<file path="src/hdl/ecae_pkg.sv">
// Package for the cover art extractor: result kinds, parse phases and limits.
// Used by every module of the block; depends on nothing.
package ecae_pkg;

	localparam int COUNT_BITS_DEFAULT = 27;
	localparam int LIMIT_BITS = 27;
	localparam logic [LIMIT_BITS-1:0] LIMIT_RESET = 27'd67108864;
	localparam logic [7:0] PICTURE_TYPE = 8'd6;
	localparam logic [31:0] MIN_PICTURE = 32'd32;
	localparam int QUEUE_DEPTH = 4;

	typedef enum logic [1:0] {
		KIND_PAYLOAD = 2'd0,
		KIND_OK      = 2'd1,
		KIND_FAIL    = 2'd2
	} kind_t;

	typedef enum logic [4:0] {
		PH_IDLE, PH_DONE, PH_ID3_HDR, PH_FLAC_MAGIC, PH_FR_HDR, PH_FR_SKIP,
		PH_A_ENC, PH_A_MIME, PH_A_PTYPE, PH_A_DESC, PH_A_PAY, PH_DRAIN,
		PH_FL_BHDR, PH_FL_SKIP, PH_FP_HEAD, PH_FP_MIME, PH_FP_DLEN,
		PH_FP_DESC, PH_FP_DATALEN, PH_FP_DATA
	} phase_t;

	// What the parser decided for one byte.
	typedef struct packed {
		logic       has_payload;
		logic [7:0] payload;
		logic [1:0] verdict;
	} step_t;

endpackage

</file>
<file path="src/hdl/ecae_parser.sv">
// Front part: accepts file bytes and runs the container parse, one byte a cycle
// if the queue has room. Depends on ecae_pkg. Queues a record per result byte.
module ecae_parser #(
	parameter int COUNT_BITS = ecae_pkg::COUNT_BITS_DEFAULT
) (
	input  logic                           clk,
	input  logic                           arst_n,
	input  logic                           in_valid,
	output logic                           in_ready,
	input  logic [7:0]                     data_byte,
	input  logic                           first_byte,
	input  logic                           file_end,
	input  logic [ecae_pkg::LIMIT_BITS-1:0] size_limit,
	input  logic                           q_full,
	output logic                           q_push,
	output ecae_pkg::step_t                q_data
);

	localparam logic [COUNT_BITS-1:0] CMASK = {COUNT_BITS{1'b1}};
	localparam logic [31:0] CMASK_W = 32'(CMASK);
	localparam int WB = COUNT_BITS + 2;

	ecae_pkg::phase_t phase_q;
	logic [COUNT_BITS-1:0] position_q, container_size_q, section_end_q;
	logic [31:0] gather_shift_q, field_length_q;
	logic [7:0] tag_version_q, text_encoding_q, block_type_q;
	logic [3:0] hdr_index_q;
	logic pair_parity_q, prev_zero_q, last_block_flag_q, payload_seen_q, apic_match_q;

	ecae_pkg::phase_t phase_d;
	logic [COUNT_BITS-1:0] position_d, container_size_d, section_end_d;
	logic [31:0] gather_shift_d, field_length_d;
	logic [7:0] tag_version_d, text_encoding_d, block_type_d;
	logic [3:0] hdr_index_d;
	logic pair_parity_d, prev_zero_d, last_block_flag_d, payload_seen_d, apic_match_d;
	logic [1:0] verdict;
	logic has_payload;
	logic [7:0] payload_val;

	logic [31:0] limit_now;
	logic [COUNT_BITS-1:0] pos_inc;
	logic [31:0] gs7, gs8;
	logic [7:0] magic_b;
	logic accept;

	assign in_ready = !q_full;
	assign accept = in_valid && in_ready;
	assign pos_inc = position_q + 1'b1;
	assign gs7 = {gather_shift_q[24:0], data_byte[6:0]};
	assign gs8 = {gather_shift_q[23:0], data_byte};

	always_comb begin
		if ({5'd0, size_limit} < CMASK_W)
			limit_now = {5'd0, size_limit};
		else
			limit_now = CMASK_W;
	end

	always_comb begin
		logic [3:0] i;
		logic [WB-1:0] wsum;
		logic [WB-1:0] wpos, wlen, wcs;
		logic [COUNT_BITS-1:0] room;
		phase_d = phase_q; position_d = position_q; container_size_d = container_size_q;
		section_end_d = section_end_q; gather_shift_d = gather_shift_q;
		field_length_d = field_length_q; tag_version_d = tag_version_q;
		text_encoding_d = text_encoding_q; block_type_d = block_type_q;
		hdr_index_d = hdr_index_q; pair_parity_d = pair_parity_q; prev_zero_d = prev_zero_q;
		last_block_flag_d = last_block_flag_q; payload_seen_d = payload_seen_q;
		apic_match_d = apic_match_q;
		verdict = 2'd0; has_payload = 1'b0; payload_val = 8'd0;
		magic_b = 8'd0;
		i = position_q[3:0];
		wsum = '0;
		wpos = {2'b00, position_q};
		wlen = '0;
		wcs = {2'b00, container_size_q};
		room = '0;
		if (first_byte) begin
			phase_d = ecae_pkg::PH_IDLE; position_d = '0; container_size_d = '0;
			section_end_d = '0; gather_shift_d = '0; field_length_d = '0;
			tag_version_d = '0; text_encoding_d = '0; block_type_d = '0; hdr_index_d = '0;
			pair_parity_d = 1'b0; prev_zero_d = 1'b0; last_block_flag_d = 1'b0;
			payload_seen_d = 1'b0; apic_match_d = 1'b0;
			if (data_byte == "I") begin
				phase_d = ecae_pkg::PH_ID3_HDR; position_d = {{(COUNT_BITS-1){1'b0}}, 1'b1};
			end else if (data_byte == "f") begin
				phase_d = ecae_pkg::PH_FLAC_MAGIC; position_d = {{(COUNT_BITS-1){1'b0}}, 1'b1};
			end else begin
				verdict = ecae_pkg::KIND_FAIL; phase_d = ecae_pkg::PH_DONE;
			end
		end else begin
			unique case (phase_q)
				ecae_pkg::PH_ID3_HDR: begin
					unique case (i)
						4'd1: magic_b = "D";
						4'd2: magic_b = "3";
						default: magic_b = data_byte;
					endcase
					if (i < 4'd3 && data_byte != magic_b) begin
						verdict = ecae_pkg::KIND_FAIL; phase_d = ecae_pkg::PH_DONE;
					end else begin
						if (i == 4'd3) tag_version_d = data_byte;
						if (i >= 4'd6) gather_shift_d = gs7;
						position_d = pos_inc;
						if (i == 4'd9) begin
							if (gs7 == 32'd0 || gs7 > limit_now) begin
								verdict = ecae_pkg::KIND_FAIL; phase_d = ecae_pkg::PH_DONE;
							end else begin
								container_size_d = gs7[COUNT_BITS-1:0];
								position_d = '0;
								// begin_frame with position 0
								if (gs7 < 32'd10) begin
									verdict = ecae_pkg::KIND_FAIL; phase_d = ecae_pkg::PH_DONE;
								end else begin
									phase_d = ecae_pkg::PH_FR_HDR; hdr_index_d = '0;
									apic_match_d = 1'b1; gather_shift_d = '0;
								end
							end
						end
					end
				end
				ecae_pkg::PH_FR_HDR: begin
					unique case (hdr_index_q[1:0])
						2'd0: magic_b = "A";
						2'd1: magic_b = "P";
						2'd2: magic_b = "I";
						default: magic_b = "C";
					endcase
					if (hdr_index_q == 4'd0 && data_byte == 8'd0) begin
						verdict = ecae_pkg::KIND_FAIL; phase_d = ecae_pkg::PH_DONE;
					end else begin
						if (hdr_index_q < 4'd4 && data_byte != magic_b) apic_match_d = 1'b0;
						if (hdr_index_q >= 4'd4 && hdr_index_q < 4'd8)
							gather_shift_d = (tag_version_q >= 8'd4) ? gs7 : gs8;
						position_d = pos_inc;
						hdr_index_d = hdr_index_q + 4'd1;
						if (hdr_index_q == 4'd9) begin
							field_length_d = gather_shift_q;
							room = container_size_q - pos_inc;
							if (gather_shift_q == 32'd0 ||
								{1'b0, gather_shift_q} > {{(33-COUNT_BITS){1'b0}}, room}) begin
								verdict = ecae_pkg::KIND_FAIL; phase_d = ecae_pkg::PH_DONE;
							end else begin
								section_end_d = pos_inc + gather_shift_q[COUNT_BITS-1:0];
								payload_seen_d = 1'b0;
								phase_d = apic_match_q ? ecae_pkg::PH_A_ENC : ecae_pkg::PH_FR_SKIP;
							end
						end
					end
				end
				ecae_pkg::PH_FR_SKIP: begin
					position_d = pos_inc;
					if (pos_inc == section_end_q) begin
						if (container_size_q - pos_inc < COUNT_BITS'(10)) begin
							verdict = ecae_pkg::KIND_FAIL; phase_d = ecae_pkg::PH_DONE;
						end else begin
							phase_d = ecae_pkg::PH_FR_HDR; hdr_index_d = '0;
							apic_match_d = 1'b1; gather_shift_d = '0;
						end
					end
				end
				ecae_pkg::PH_A_ENC, ecae_pkg::PH_A_MIME, ecae_pkg::PH_A_PTYPE,
				ecae_pkg::PH_A_DESC, ecae_pkg::PH_A_PAY: begin
					unique case (phase_q)
						ecae_pkg::PH_A_ENC: begin
							text_encoding_d = data_byte; phase_d = ecae_pkg::PH_A_MIME;
						end
						ecae_pkg::PH_A_MIME: begin
							if (data_byte == 8'd0) phase_d = ecae_pkg::PH_A_PTYPE;
						end
						ecae_pkg::PH_A_PTYPE: begin
							phase_d = ecae_pkg::PH_A_DESC; pair_parity_d = 1'b0;
						end
						ecae_pkg::PH_A_DESC: begin
							if (text_encoding_q == 8'd1 || text_encoding_q == 8'd2) begin
								if (!pair_parity_q) begin
									if (section_end_q - position_q == COUNT_BITS'(1)) begin
										has_payload = 1'b1; payload_val = data_byte;
										phase_d = ecae_pkg::PH_A_PAY;
									end else begin
										prev_zero_d = (data_byte == 8'd0); pair_parity_d = 1'b1;
									end
								end else begin
									if (prev_zero_q && data_byte == 8'd0)
										phase_d = ecae_pkg::PH_A_PAY;
									pair_parity_d = 1'b0;
								end
							end else if (data_byte == 8'd0) begin
								phase_d = ecae_pkg::PH_A_PAY;
							end
						end
						default: begin
							has_payload = 1'b1; payload_val = data_byte;
						end
					endcase
					if (has_payload) payload_seen_d = 1'b1;
					position_d = pos_inc;
					if (pos_inc == section_end_q) begin
						if (!(payload_seen_q || has_payload)) begin
							verdict = ecae_pkg::KIND_FAIL; phase_d = ecae_pkg::PH_DONE;
						end else if (pos_inc == container_size_q) begin
							verdict = ecae_pkg::KIND_OK; phase_d = ecae_pkg::PH_DONE;
						end else begin
							phase_d = ecae_pkg::PH_DRAIN;
						end
					end
				end
				ecae_pkg::PH_DRAIN: begin
					position_d = pos_inc;
					if (pos_inc == container_size_q) begin
						verdict = ecae_pkg::KIND_OK; phase_d = ecae_pkg::PH_DONE;
					end
				end
				ecae_pkg::PH_FLAC_MAGIC: begin
					unique case (i)
						4'd1: magic_b = "L";
						4'd2: magic_b = "a";
						4'd3: magic_b = "C";
						default: magic_b = "f";
					endcase
					if (i > 4'd3 || data_byte != magic_b) begin
						verdict = ecae_pkg::KIND_FAIL; phase_d = ecae_pkg::PH_DONE;
					end else begin
						position_d = pos_inc;
						if (i == 4'd3) begin
							phase_d = ecae_pkg::PH_FL_BHDR; gather_shift_d = '0; hdr_index_d = '0;
						end
					end
				end
				ecae_pkg::PH_FL_BHDR: begin
					hdr_index_d = hdr_index_q + 4'd1;
					if (hdr_index_q == 4'd0) begin
						last_block_flag_d = data_byte[7];
						block_type_d = {1'b0, data_byte[6:0]};
						gather_shift_d = '0;
					end else begin
						gather_shift_d = gs8;
					end
					if (hdr_index_q == 4'd3) begin
						hdr_index_d = '0;
						if (block_type_q == ecae_pkg::PICTURE_TYPE) begin
							if (gs8 < ecae_pkg::MIN_PICTURE || gs8 > limit_now) begin
								verdict = ecae_pkg::KIND_FAIL; phase_d = ecae_pkg::PH_DONE;
							end else begin
								container_size_d = gs8[COUNT_BITS-1:0];
								position_d = '0; gather_shift_d = '0;
								phase_d = ecae_pkg::PH_FP_HEAD;
							end
						end else if (last_block_flag_q) begin
							verdict = ecae_pkg::KIND_FAIL; phase_d = ecae_pkg::PH_DONE;
						end else if (gs8 != 32'd0) begin
							field_length_d = gs8; phase_d = ecae_pkg::PH_FL_SKIP;
						end
					end
				end
				ecae_pkg::PH_FL_SKIP: begin
					field_length_d = field_length_q - 32'd1;
					if (field_length_q == 32'd1) begin
						phase_d = ecae_pkg::PH_FL_BHDR; gather_shift_d = '0; hdr_index_d = '0;
					end
				end
				ecae_pkg::PH_FP_HEAD: begin
					if (i >= 4'd4) gather_shift_d = gs8;
					position_d = pos_inc;
					if (i == 4'd7) begin
						field_length_d = gs8;
						if ({1'b0, gs8} + 33'd12 > {{(33-COUNT_BITS){1'b0}}, container_size_q}) begin
							verdict = ecae_pkg::KIND_FAIL; phase_d = ecae_pkg::PH_DONE;
						end else begin
							section_end_d = gs8[COUNT_BITS-1:0] + COUNT_BITS'(8);
							gather_shift_d = '0; hdr_index_d = '0;
							phase_d = (gs8 == 32'd0) ? ecae_pkg::PH_FP_DLEN : ecae_pkg::PH_FP_MIME;
						end
					end
				end
				ecae_pkg::PH_FP_MIME, ecae_pkg::PH_FP_DESC: begin
					position_d = pos_inc;
					if (pos_inc == section_end_q) begin
						gather_shift_d = '0; hdr_index_d = '0;
						phase_d = (phase_q == ecae_pkg::PH_FP_MIME) ?
							ecae_pkg::PH_FP_DLEN : ecae_pkg::PH_FP_DATALEN;
					end
				end
				ecae_pkg::PH_FP_DLEN, ecae_pkg::PH_FP_DATALEN: begin
					gather_shift_d = gs8;
					position_d = pos_inc;
					hdr_index_d = hdr_index_q + 4'd1;
					if (hdr_index_q == 4'd3) begin
						field_length_d = gs8;
						wpos = {2'b00, pos_inc};
						if (phase_q == ecae_pkg::PH_FP_DLEN) begin
							// gs8 exceeds any container when it does not fit in WB-2 bits
							wlen = WB'(gs8[COUNT_BITS-1:0]);
							wsum = wpos + wlen + WB'(20);
							if (gs8 > CMASK_W || wsum > wcs) begin
								verdict = ecae_pkg::KIND_FAIL; phase_d = ecae_pkg::PH_DONE;
							end else begin
								section_end_d = pos_inc + gs8[COUNT_BITS-1:0] + COUNT_BITS'(16);
								phase_d = ecae_pkg::PH_FP_DESC;
							end
						end else begin
							wlen = WB'(gs8[COUNT_BITS-1:0]);
							wsum = wpos + wlen;
							if (gs8 == 32'd0 || gs8 > CMASK_W || wsum > wcs) begin
								verdict = ecae_pkg::KIND_FAIL; phase_d = ecae_pkg::PH_DONE;
							end else begin
								section_end_d = pos_inc + gs8[COUNT_BITS-1:0];
								phase_d = ecae_pkg::PH_FP_DATA;
							end
						end
					end
				end
				ecae_pkg::PH_FP_DATA: begin
					has_payload = 1'b1; payload_val = data_byte; payload_seen_d = 1'b1;
					position_d = pos_inc;
					if (pos_inc == section_end_q) begin
						if (pos_inc == container_size_q) begin
							verdict = ecae_pkg::KIND_OK; phase_d = ecae_pkg::PH_DONE;
						end else begin
							phase_d = ecae_pkg::PH_DRAIN;
						end
					end
				end
				default: ;
			endcase
		end
		if (file_end && verdict == 2'd0 && phase_d != ecae_pkg::PH_IDLE &&
			phase_d != ecae_pkg::PH_DONE) begin
			verdict = ecae_pkg::KIND_FAIL; phase_d = ecae_pkg::PH_DONE;
		end
	end

	always_ff @(posedge clk or negedge arst_n) begin
		if (!arst_n) begin
			phase_q <= ecae_pkg::PH_IDLE;
			position_q <= '0; container_size_q <= '0; section_end_q <= '0;
			gather_shift_q <= '0; field_length_q <= '0;
			tag_version_q <= '0; text_encoding_q <= '0; block_type_q <= '0;
			hdr_index_q <= '0; pair_parity_q <= 1'b0; prev_zero_q <= 1'b0;
			last_block_flag_q <= 1'b0; payload_seen_q <= 1'b0; apic_match_q <= 1'b0;
		end else if (accept) begin
			phase_q <= phase_d;
			position_q <= position_d; container_size_q <= container_size_d;
			section_end_q <= section_end_d; gather_shift_q <= gather_shift_d;
			field_length_q <= field_length_d; tag_version_q <= tag_version_d;
			text_encoding_q <= text_encoding_d; block_type_q <= block_type_d;
			hdr_index_q <= hdr_index_d; pair_parity_q <= pair_parity_d;
			prev_zero_q <= prev_zero_d; last_block_flag_q <= last_block_flag_d;
			payload_seen_q <= payload_seen_d; apic_match_q <= apic_match_d;
		end
	end

	assign q_push = accept && (has_payload || verdict != 2'd0);
	assign q_data = '{has_payload: has_payload, payload: payload_val, verdict: verdict};

	property p_done_quiet;
		@(posedge clk) disable iff (!arst_n)
		(accept && !first_byte && phase_q == ecae_pkg::PH_DONE) |-> !q_push;
	endproperty
	a_done_quiet: assert property (p_done_quiet) else $error("result from finished parse");

	property p_no_push_full;
		@(posedge clk) disable iff (!arst_n) q_full |-> !q_push;
	endproperty
	a_no_push_full: assert property (p_no_push_full) else $error("push into full queue");

	property p_verdict_done;
		@(posedge clk) disable iff (!arst_n)
		(q_push && q_data.verdict != 2'd0) |=> phase_q == ecae_pkg::PH_DONE;
	endproperty
	a_verdict_done: assert property (p_verdict_done) else $error("verdict without finish");

endmodule

</file>
<file path="src/hdl/ecae_emitter.sv">
// Back part: a short queue of step records and the unit that expands each into
// one or two result items. Depends on ecae_pkg.
module ecae_emitter (
	input  logic            clk,
	input  logic            arst_n,
	input  logic            q_push,
	input  ecae_pkg::step_t q_data,
	output logic            q_full,
	output logic            out_valid,
	input  logic            out_ready,
	output logic [1:0]      kind,
	output logic [7:0]      payload_byte,
	output logic            run_end
);

	localparam int D = ecae_pkg::QUEUE_DEPTH;
	localparam int AW = $clog2(D);

	ecae_pkg::step_t mem_q [D];
	logic [AW-1:0] wr_q, rd_q;
	logic [AW:0] cnt_q;
	logic half_q; // payload half of a two-result record already sent
	ecae_pkg::step_t head;
	logic pop, out_take;

	assign head = mem_q[rd_q];
	assign q_full = (cnt_q == (AW+1)'(D));
	assign out_valid = (cnt_q != '0);
	assign out_take = out_valid && out_ready;

	always_comb begin
		if (head.has_payload && !half_q) begin
			kind = ecae_pkg::KIND_PAYLOAD;
			payload_byte = head.payload;
			run_end = (head.verdict == 2'd0);
		end else begin
			kind = head.verdict;
			payload_byte = 8'd0;
			run_end = 1'b1;
		end
	end

	assign pop = out_take && run_end;

	always_ff @(posedge clk) begin
		if (q_push) mem_q[wr_q] <= q_data;
	end

	always_ff @(posedge clk or negedge arst_n) begin
		if (!arst_n) begin
			wr_q <= '0; rd_q <= '0; cnt_q <= '0; half_q <= 1'b0;
		end else begin
			if (q_push) wr_q <= wr_q + 1'b1;
			if (pop) rd_q <= rd_q + 1'b1;
			cnt_q <= cnt_q + (AW+1)'(q_push) - (AW+1)'(pop);
			if (pop) half_q <= 1'b0;
			else if (out_take) half_q <= 1'b1;
		end
	end

	property p_cnt_bound;
		@(posedge clk) disable iff (!arst_n) cnt_q <= (AW+1)'(D);
	endproperty
	a_cnt_bound: assert property (p_cnt_bound) else $error("queue overflow");

	property p_half_status;
		@(posedge clk) disable iff (!arst_n) half_q |-> (out_valid && kind != ecae_pkg::KIND_PAYLOAD);
	endproperty
	a_half_status: assert property (p_half_status) else $error("second half not status");

	property p_pop_empty;
		@(posedge clk) disable iff (!arst_n) (cnt_q == '0) |-> !half_q;
	endproperty
	a_pop_empty: assert property (p_pop_empty) else $error("half flag on empty queue");

endmodule

</file>
<file path="src/hdl/embedded_cover_art_extractor_core.sv">
// Cover art extractor: one file byte per item in, picture payload and status out.
// Each result is registered in the queue before it reaches the output.
// Throughput: one byte per cycle while the queue is not full; a byte with payload
// and status yields two results; the four-entry queue absorbs output stalls.
// Reset: parse goes idle, size_limit returns to 64 MiB; the queue empties.
module embedded_cover_art_extractor_core #(
	parameter int COUNT_BITS = ecae_pkg::COUNT_BITS_DEFAULT
) (
	input  logic        clk,
	input  logic        arst_n,
	input  logic        in_valid,
	output logic        in_ready,
	input  logic [7:0]  data_byte,
	input  logic        first_byte,
	input  logic        file_end,
	input  logic        cfg_we,
	input  logic [26:0] cfg_wdata,
	output logic        out_valid,
	input  logic        out_ready,
	output logic [1:0]  kind,
	output logic [7:0]  payload_byte,
	output logic        run_end
);

	logic [ecae_pkg::LIMIT_BITS-1:0] size_limit_q;
	logic q_full, q_push;
	ecae_pkg::step_t q_data;

	always_ff @(posedge clk or negedge arst_n) begin
		if (!arst_n) size_limit_q <= ecae_pkg::LIMIT_RESET;
		else if (cfg_we) size_limit_q <= cfg_wdata;
	end

	ecae_parser #(.COUNT_BITS(COUNT_BITS)) u_parser (
		.clk, .arst_n, .in_valid, .in_ready, .data_byte, .first_byte, .file_end,
		.size_limit(size_limit_q), .q_full, .q_push, .q_data
	);

	ecae_emitter u_emitter (
		.clk, .arst_n, .q_push, .q_data, .q_full,
		.out_valid, .out_ready, .kind, .payload_byte, .run_end
	);

endmodule

</file>
<file path="config.mk">
export PLATFORM = sky130hd
export DESIGN_NAME = embedded_cover_art_extractor_core
export DESIGN_NICKNAME = d
export VERILOG_FILES = /design/src/hdl/ecae_pkg.sv /design/src/hdl/ecae_parser.sv /design/src/hdl/ecae_emitter.sv /design/src/hdl/embedded_cover_art_extractor_core.sv
export SDC_FILE = /design/constraint.sdc
export NUM_CORES = 1
export LEC_CHECK = 0
export BUFFER_PORTS_ARGS = -buffer_cell sky130_fd_sc_hd__buf_4
export CAP_MARGIN = 25
export CORE_ASPECT_RATIO = 0.9
export CORE_MARGIN = 10
export CORE_UTILIZATION = 55
export CTS_BUF_LIST = sky130_fd_sc_hd__clkbuf_16
export CTS_CLUSTER_DIAMETER = 60
export DETAILED_ROUTE_END_ITERATION = 10
export GPL_TIMING_DRIVEN = 1
export PLACE_DENSITY = 0.68
export REMOVE_ABC_BUFFERS = 1
export SLEW_MARGIN = 10
export SYNTH_ARGS = -nofsm -noshare
export SYNTH_HDL_FRONTEND = slang
export SYNTH_SLANG_ARGS = --single-unit
</file>
<file path="constraint.sdc">
create_clock -name clk -period 20.1 [get_ports clk]
set_input_delay 1.005 -clock clk [delete_from_list [all_inputs] [get_ports clk]]
set_output_delay 1.005 -clock clk [all_outputs]
set_load 0.01 [all_outputs]
</file>
# After elaboration in Yosys (flattened, before gate mapping)

Memories as Yosys holds them, arrays and structs flattened.
Index checks and enable logic that the tools add are counted.

Memories kept: 1
Register bits: 218
Output and inout port bits: 13
RAM bits: 44

Memories:

| name            | depth | width | rd ports | clocked after memory_dff | write ports | line               | RTL |
|---|---|---|---|---|---|---|---|
| u_emitter.mem_q | 4     | 11    | 1        | 0                        | 1           | ecae_emitter.sv:19 | `ecae_pkg::step_t mem_q [D];` |

Reduce and logical (&&, ||, !) cells: 72
Mux-type cells: 225
Equality and inequality tests: 72
$add $sub $neg: 16
Order comparisons: 19

Operator list:

| operator                                              | count |
|---|---|
| two-way mux 32 bit                                    | 31 |
| two-way mux 27 bit                                    | 28 |
| one-hot mux 32 bit (9 select lines)                   | 1 |
| two-way mux 5 bit                                     | 35 |
| two-way mux 8 bit                                     | 21 |
| one-hot mux 32 bit (5 select lines)                   | 1 |
| one-hot mux 27 bit (5 select lines)                   | 1 |
| > comparator 32 x 27 -> 1 bit                         | 3 |
| zero test 32 bit                                      | 3 |
| one-hot mux 27 bit (3 select lines)                   | 1 |
| two-way mux 4 bit                                     | 17 |
| two-way mux 2 bit                                     | 30 |
| one-hot mux 5 bit (12 select lines)                   | 1 |
| > comparator 29 x 27 -> 1 bit                         | 2 |
| adder 27 bit                                          | 2 |
| == test 27 bit                                        | 2 |
| one-hot mux 27 bit (2 select lines)                   | 1 |
| subtractor 27 bit                                     | 2 |
| one-hot mux 8 bit (2 select lines)                    | 3 |
| inequality test 3 x 2 -> 1 bit, second input constant | 15 |
| two-way mux 1 bit                                     | 42 |
| == test 5 x 4 -> 1 bit, second input constant         | 8 |
| one-hot mux 4 bit (9 select lines)                    | 1 |
| adder 32 x 4 -> 33 bit, second input constant         | 1 |
| other kinds (75)                                      | 152 |

# Longest topological paths before layout

Word-level depth: 23
Gate-level depth with buffers: 37

# Hierarchy

A second synthesis with hierarchy kept.

Cell total of the unflattened synthesis: 3451
Area total of the unflattened synthesis: 28275.9 um^2

Modules (own cells, without submodules):

| module                            | area each (um^2) | instances | cells an instance | sequential area each (um^2) |
|---|---|---|---|---|
| ecae_parser                       | 25057.8          | 1         | 3285              | 4504.3 |
| ecae_emitter                      | 2110.8           | 1         | 109               | 1521.5 |
| embedded_cover_art_extractor_core | 1107.3           | 1         | 57                | 676.9 |

# Worst setup path before layout

OpenSTA, ideal clock, no wires.

Path type: reg-to-reg
From: register u_parser.position_q[0]
To: register u_emitter.cnt_q[2]
Stages on the path, launching flop included: 35
Library setup time: 123 ps
Arrival: 7684 ps
Required time: 19977 ps
Slack: 12294 ps
Period minus slack after synthesis: 7806 ps
Buffers on the path: 0
Cells stage by stage: dfrtp_1 ha_1 nand4_4 or4_4 xnor2_1 inv_1 ha_1 a21oi_1 o21bai_1 a221o_1 a221o_1 xnor2_1 and2_1 inv_1 nor4_1 nand2_1 xnor2_1 ha_1 a21oi_1 nor2b_1 a2111oi_0 o211ai_1 a31oi_1 o211ai_1 a21oi_1 o31ai_1 a221oi_2 o31ai_4 a21oi_4 inv_1 ha_1 inv_1 ha_1 fa_1 xnor2_1

Cells in the longest elaborated chain, start to end: 23
Elaborated cells on any way between the ends: 98
Those cells by class: 7 x add/sub; 6 x order compare; 11 x eq/ne; 60 x mux; 14 x reduce/logical

RTL lines:

| element                                                                         | line               | RTL |
|---|---|---|
| start: declaration                                                              | ecae_parser.sv:24  | `logic [COUNT_BITS-1:0] position_q, container_size_q, section_end_q;` |
| start signal: assignment                                                        | ecae_parser.sv:344 | `position_q <= position_d; container_size_q <= container_size_d;` |
| parallel branches: the longest is 19 deep, another holds adder 29 x 5 -> 29 bit | --                 |  |
| logical OR 1 bit *                                                              | ecae_parser.sv:354 | `assign q_push = accept && (has_payload \|\| verdict != 2'd0);` |
| logical AND 1 bit *                                                             | ecae_parser.sv:354 |  |
| adder 3 x 1 -> 3 bit *                                                          | ecae_emitter.sv:55 | `cnt_q <= cnt_q + (AW+1)'(q_push) - (AW+1)'(pop);` |
| subtractor 3 x 1 -> 3 bit *                                                     | ecae_emitter.sv:55 |  |
| end signal: assignment                                                          | ecae_emitter.sv:55 |  |
| end signal: assignment                                                          | ecae_emitter.sv:62 | `@(posedge clk) disable iff (!arst_n) cnt_q <= (AW+1)'(D);` |
| end: declaration                                                                | ecae_emitter.sv:21 | `logic [AW:0] cnt_q;` |

Every way passes the cells marked *. The select of a mux whose other input is x is not followed.
A chain may end at the register's enable or synchronous reset.

# Worst setup path in the final report

Same ends and word-level chain as after synthesis.

==> metrics.csv <==
metric,value,unit
die_w,258,microns
rows,78,
fin_crit,10.80,ns
multiInputGateArea,20000,sq um
pin_count,55,
die-area,60600,sq um
io_buffer_count,54,
status,finished clean,
cts_resized,0,
drc,0,
pwr_density_cell,135,nW/um^2
synth_cell_types,98,
synth_most_common_cell,nand2_1,
cts_root_buf,clkbuf_16,
p_leak,13.2,nW
fin_hold_ws,0.439,ns
synth_top_area_share,19.1,%
synthTopCellsByCount,"nand2_1 (449), ha_1 (288), a21oi_1 (258), nor2_1 (257), o21ai_0 (228)",
core-area,50500,sq um
r2r_setup_slack,9.30,ns
tritoncts,yes,
hpwlAfterDp,88.0,mm
dp_cells,4170,
worstPathRequired,20.58,ns
htreeDepth,1,
finalCritPeriodShare,53.7,%
grt_usage,37.6,%
fmax,0.0926,GHz
final.fill_count,4477,
syn_to_final_growth,7.37,%
seq_area,6700,sq um
critPathMaxStageDelay,0.84,ns
drtAntennaViolNets,0,
fin_cells,4233,
grt_pass1_wl,175,mm
synth_seq_cells,259,
drv_slew,0,
wl_per_cell,28.0,microns
async_flop_share,83.0,%
drt_iter0_markers,4570,
avgSynthCellArea,7.86,sq um
hold_violations,0,
worstPathMaxFanout,15,
first_pass_iters,7,
syn_inst,3575,
rsz0062_at_grt,false,
cts_sinks,259,
wl,119,mm
viasPerCell,7.10,
insertion_delay,0.60,ns
tightest_slew,1.22,ns
clock_path_buffers,3,
critPathKind,flip-flop to flip-flop,
start_util,55.7,%
grt-ovfl-total,0,
clk_pin_slew,0.07,ns
critPathArrivalTime,11.28,ns
slowest_stage,a21oi_1,
drive_above_1_share,7.89,%
fin_total_pwr,0.00408,W
synth_top_area_cell,dfrtp_1,
cts_made_buffers,29,
ys_warn_count,0,
hold_class,primary input to async pin,
cp_common_cell,ha_1,
ys.flop_type,dfrtp_1,
setup_tns,0,ns
ir_worst_vdd,122,uV
gp_congestion,1.09,
relSlewSlack,17.7,%
post-cts-setup-buffers,0,
synthTopCellsByArea,"dfrtp_1 (19%), ha_1 (13%), nand2_1 (6.0%)",
ys_seq_area_share,23.9,%
setup_viol,0,
antenna_found_initial,1,
grt_pass1_vias,28100,
skew,0.0146,ns
cp-start-kind,flip-flop,
synth_edf_count,44,
drv_cap,0,
vias,30100,
nNetsFinal,3862,
grt_max_degree,99,
ctsHoldBuffers,0,
fp.dieH,234,microns
r2r.worst_path.cells,34,
synth_area,28100,sq um
end_kind,flip-flop,
## worst paths after layout
check                                            start                     endpoint
setup / recovery                u_parser.position_q[0]           u_emitter.cnt_q[2]
hold / removal                                  arst_n            u_emitter.rd_q[0]
setup reg to reg                u_parser.position_q[0]           u_emitter.cnt_q[2]
hold reg to reg            u_parser.text_encoding_q[6]  u_parser.text_encoding_q[6]
max in group asynchronous                       arst_n      u_parser.payload_seen_q
min in group clk           u_parser.text_encoding_q[6]  u_parser.text_encoding_q[6]
## final cells by class
cell class	count	share of cell area [%]
Clock inverter	25	0.921
Tap cell	680	2.82
Multi-Input combinational cell	2933	66.3
Sequential cell	259	22.2
Antenna cell	3	0.0249
Clock buffer	29	2.40
Timing Repair Buffer	118	2.98
Inverter	186	2.31
## power by group
group / internal, W / switching (W) / leakage, nW / total [W]
logic: 0.00102 / 0.00172 / 9.43 / 0.00273
registers: 0.000642 / 0.000135 / 3.28 / 0.000777
clock network: 0.000330 / 0.000244 / 0.517 / 0.000574
total: 0.00199 / 0.00210 / 13.2 / 0.00408
## routing by layer
metal	wire (microns)	global-route usage (%)
met5	0	0
met1	46100	48.6
met2	49800	56.7
met3	15100	10.3
met4	7660	20.0
## per-stage QoR
stage	area (sq um)	utilization (%)	setup slack, ns
floorplan	27300	-	12.06
global route	30200	59.8	8.87
global placement	29100	57.7	10.11
detailed placement	29100	57.7	9.81
CTS	30100	59.7	9.76
finish	30200	59.8	9.30
## critical path: cells and delay by family, from the launching register on
family / cells / cell delay (ns)
AOI/OAI and AO/OA: 13 / 4.47
and+or+nand+nor: 9 / 2.53
adders and majority gates: 6 / 2.12
xor gates and xnor gates: 3 / 0.79
DFF: 1 / 0.50
buffers and inverters: 3 / 0.27
## state kept, by name, indices dropped and copies added (netlist names), 4 cells and up
name and cells:
u_parser.phase_q 5, size_limit_q 27, u_parser.tag_version_q 6, u_parser.hdr_index_q 4
u_parser.gather_shift_q 32, u_parser.container_size_q 27, u_parser.block_type_q 7, u_emitter.mem_q 44
u_parser.text_encoding_q 8, u_parser.section_end_q 27, u_parser.field_length_q 32, u_parser.position_q 27
## placed cells by master, fill, tap and decap left out, types with 51 or more instances in the layout
cell      synthesis  layout
ha_1            288     288
a221oi_1         53      53
a21o_1           63      63
o21ai_0         228     227
dfrtp_1         214     214
xnor2_1         130     130
nand3_1         106     106
nor3_1           67      66
nor4_1           53      51
nor2_1          257     255
nand2_1         449     449
buf_4             1     110
o31ai_1          76      76
nand4_1          74      74
a21oi_1         258     257
inv_1           183     188
xor2_1           95      95
## cells by family after synthesis
kind of cell | share of synthesized area, %
adders and majority gates | 13.2
xor gates and xnor gates | 7.07
and+or+nand+nor | 22.4
AOI/OAI and AO/OA | 24.4
buffers and inverters | 5.24
DFF | 23.9
muxes | 3.81
Note: power is estimated with default switching activity, not from simulation.
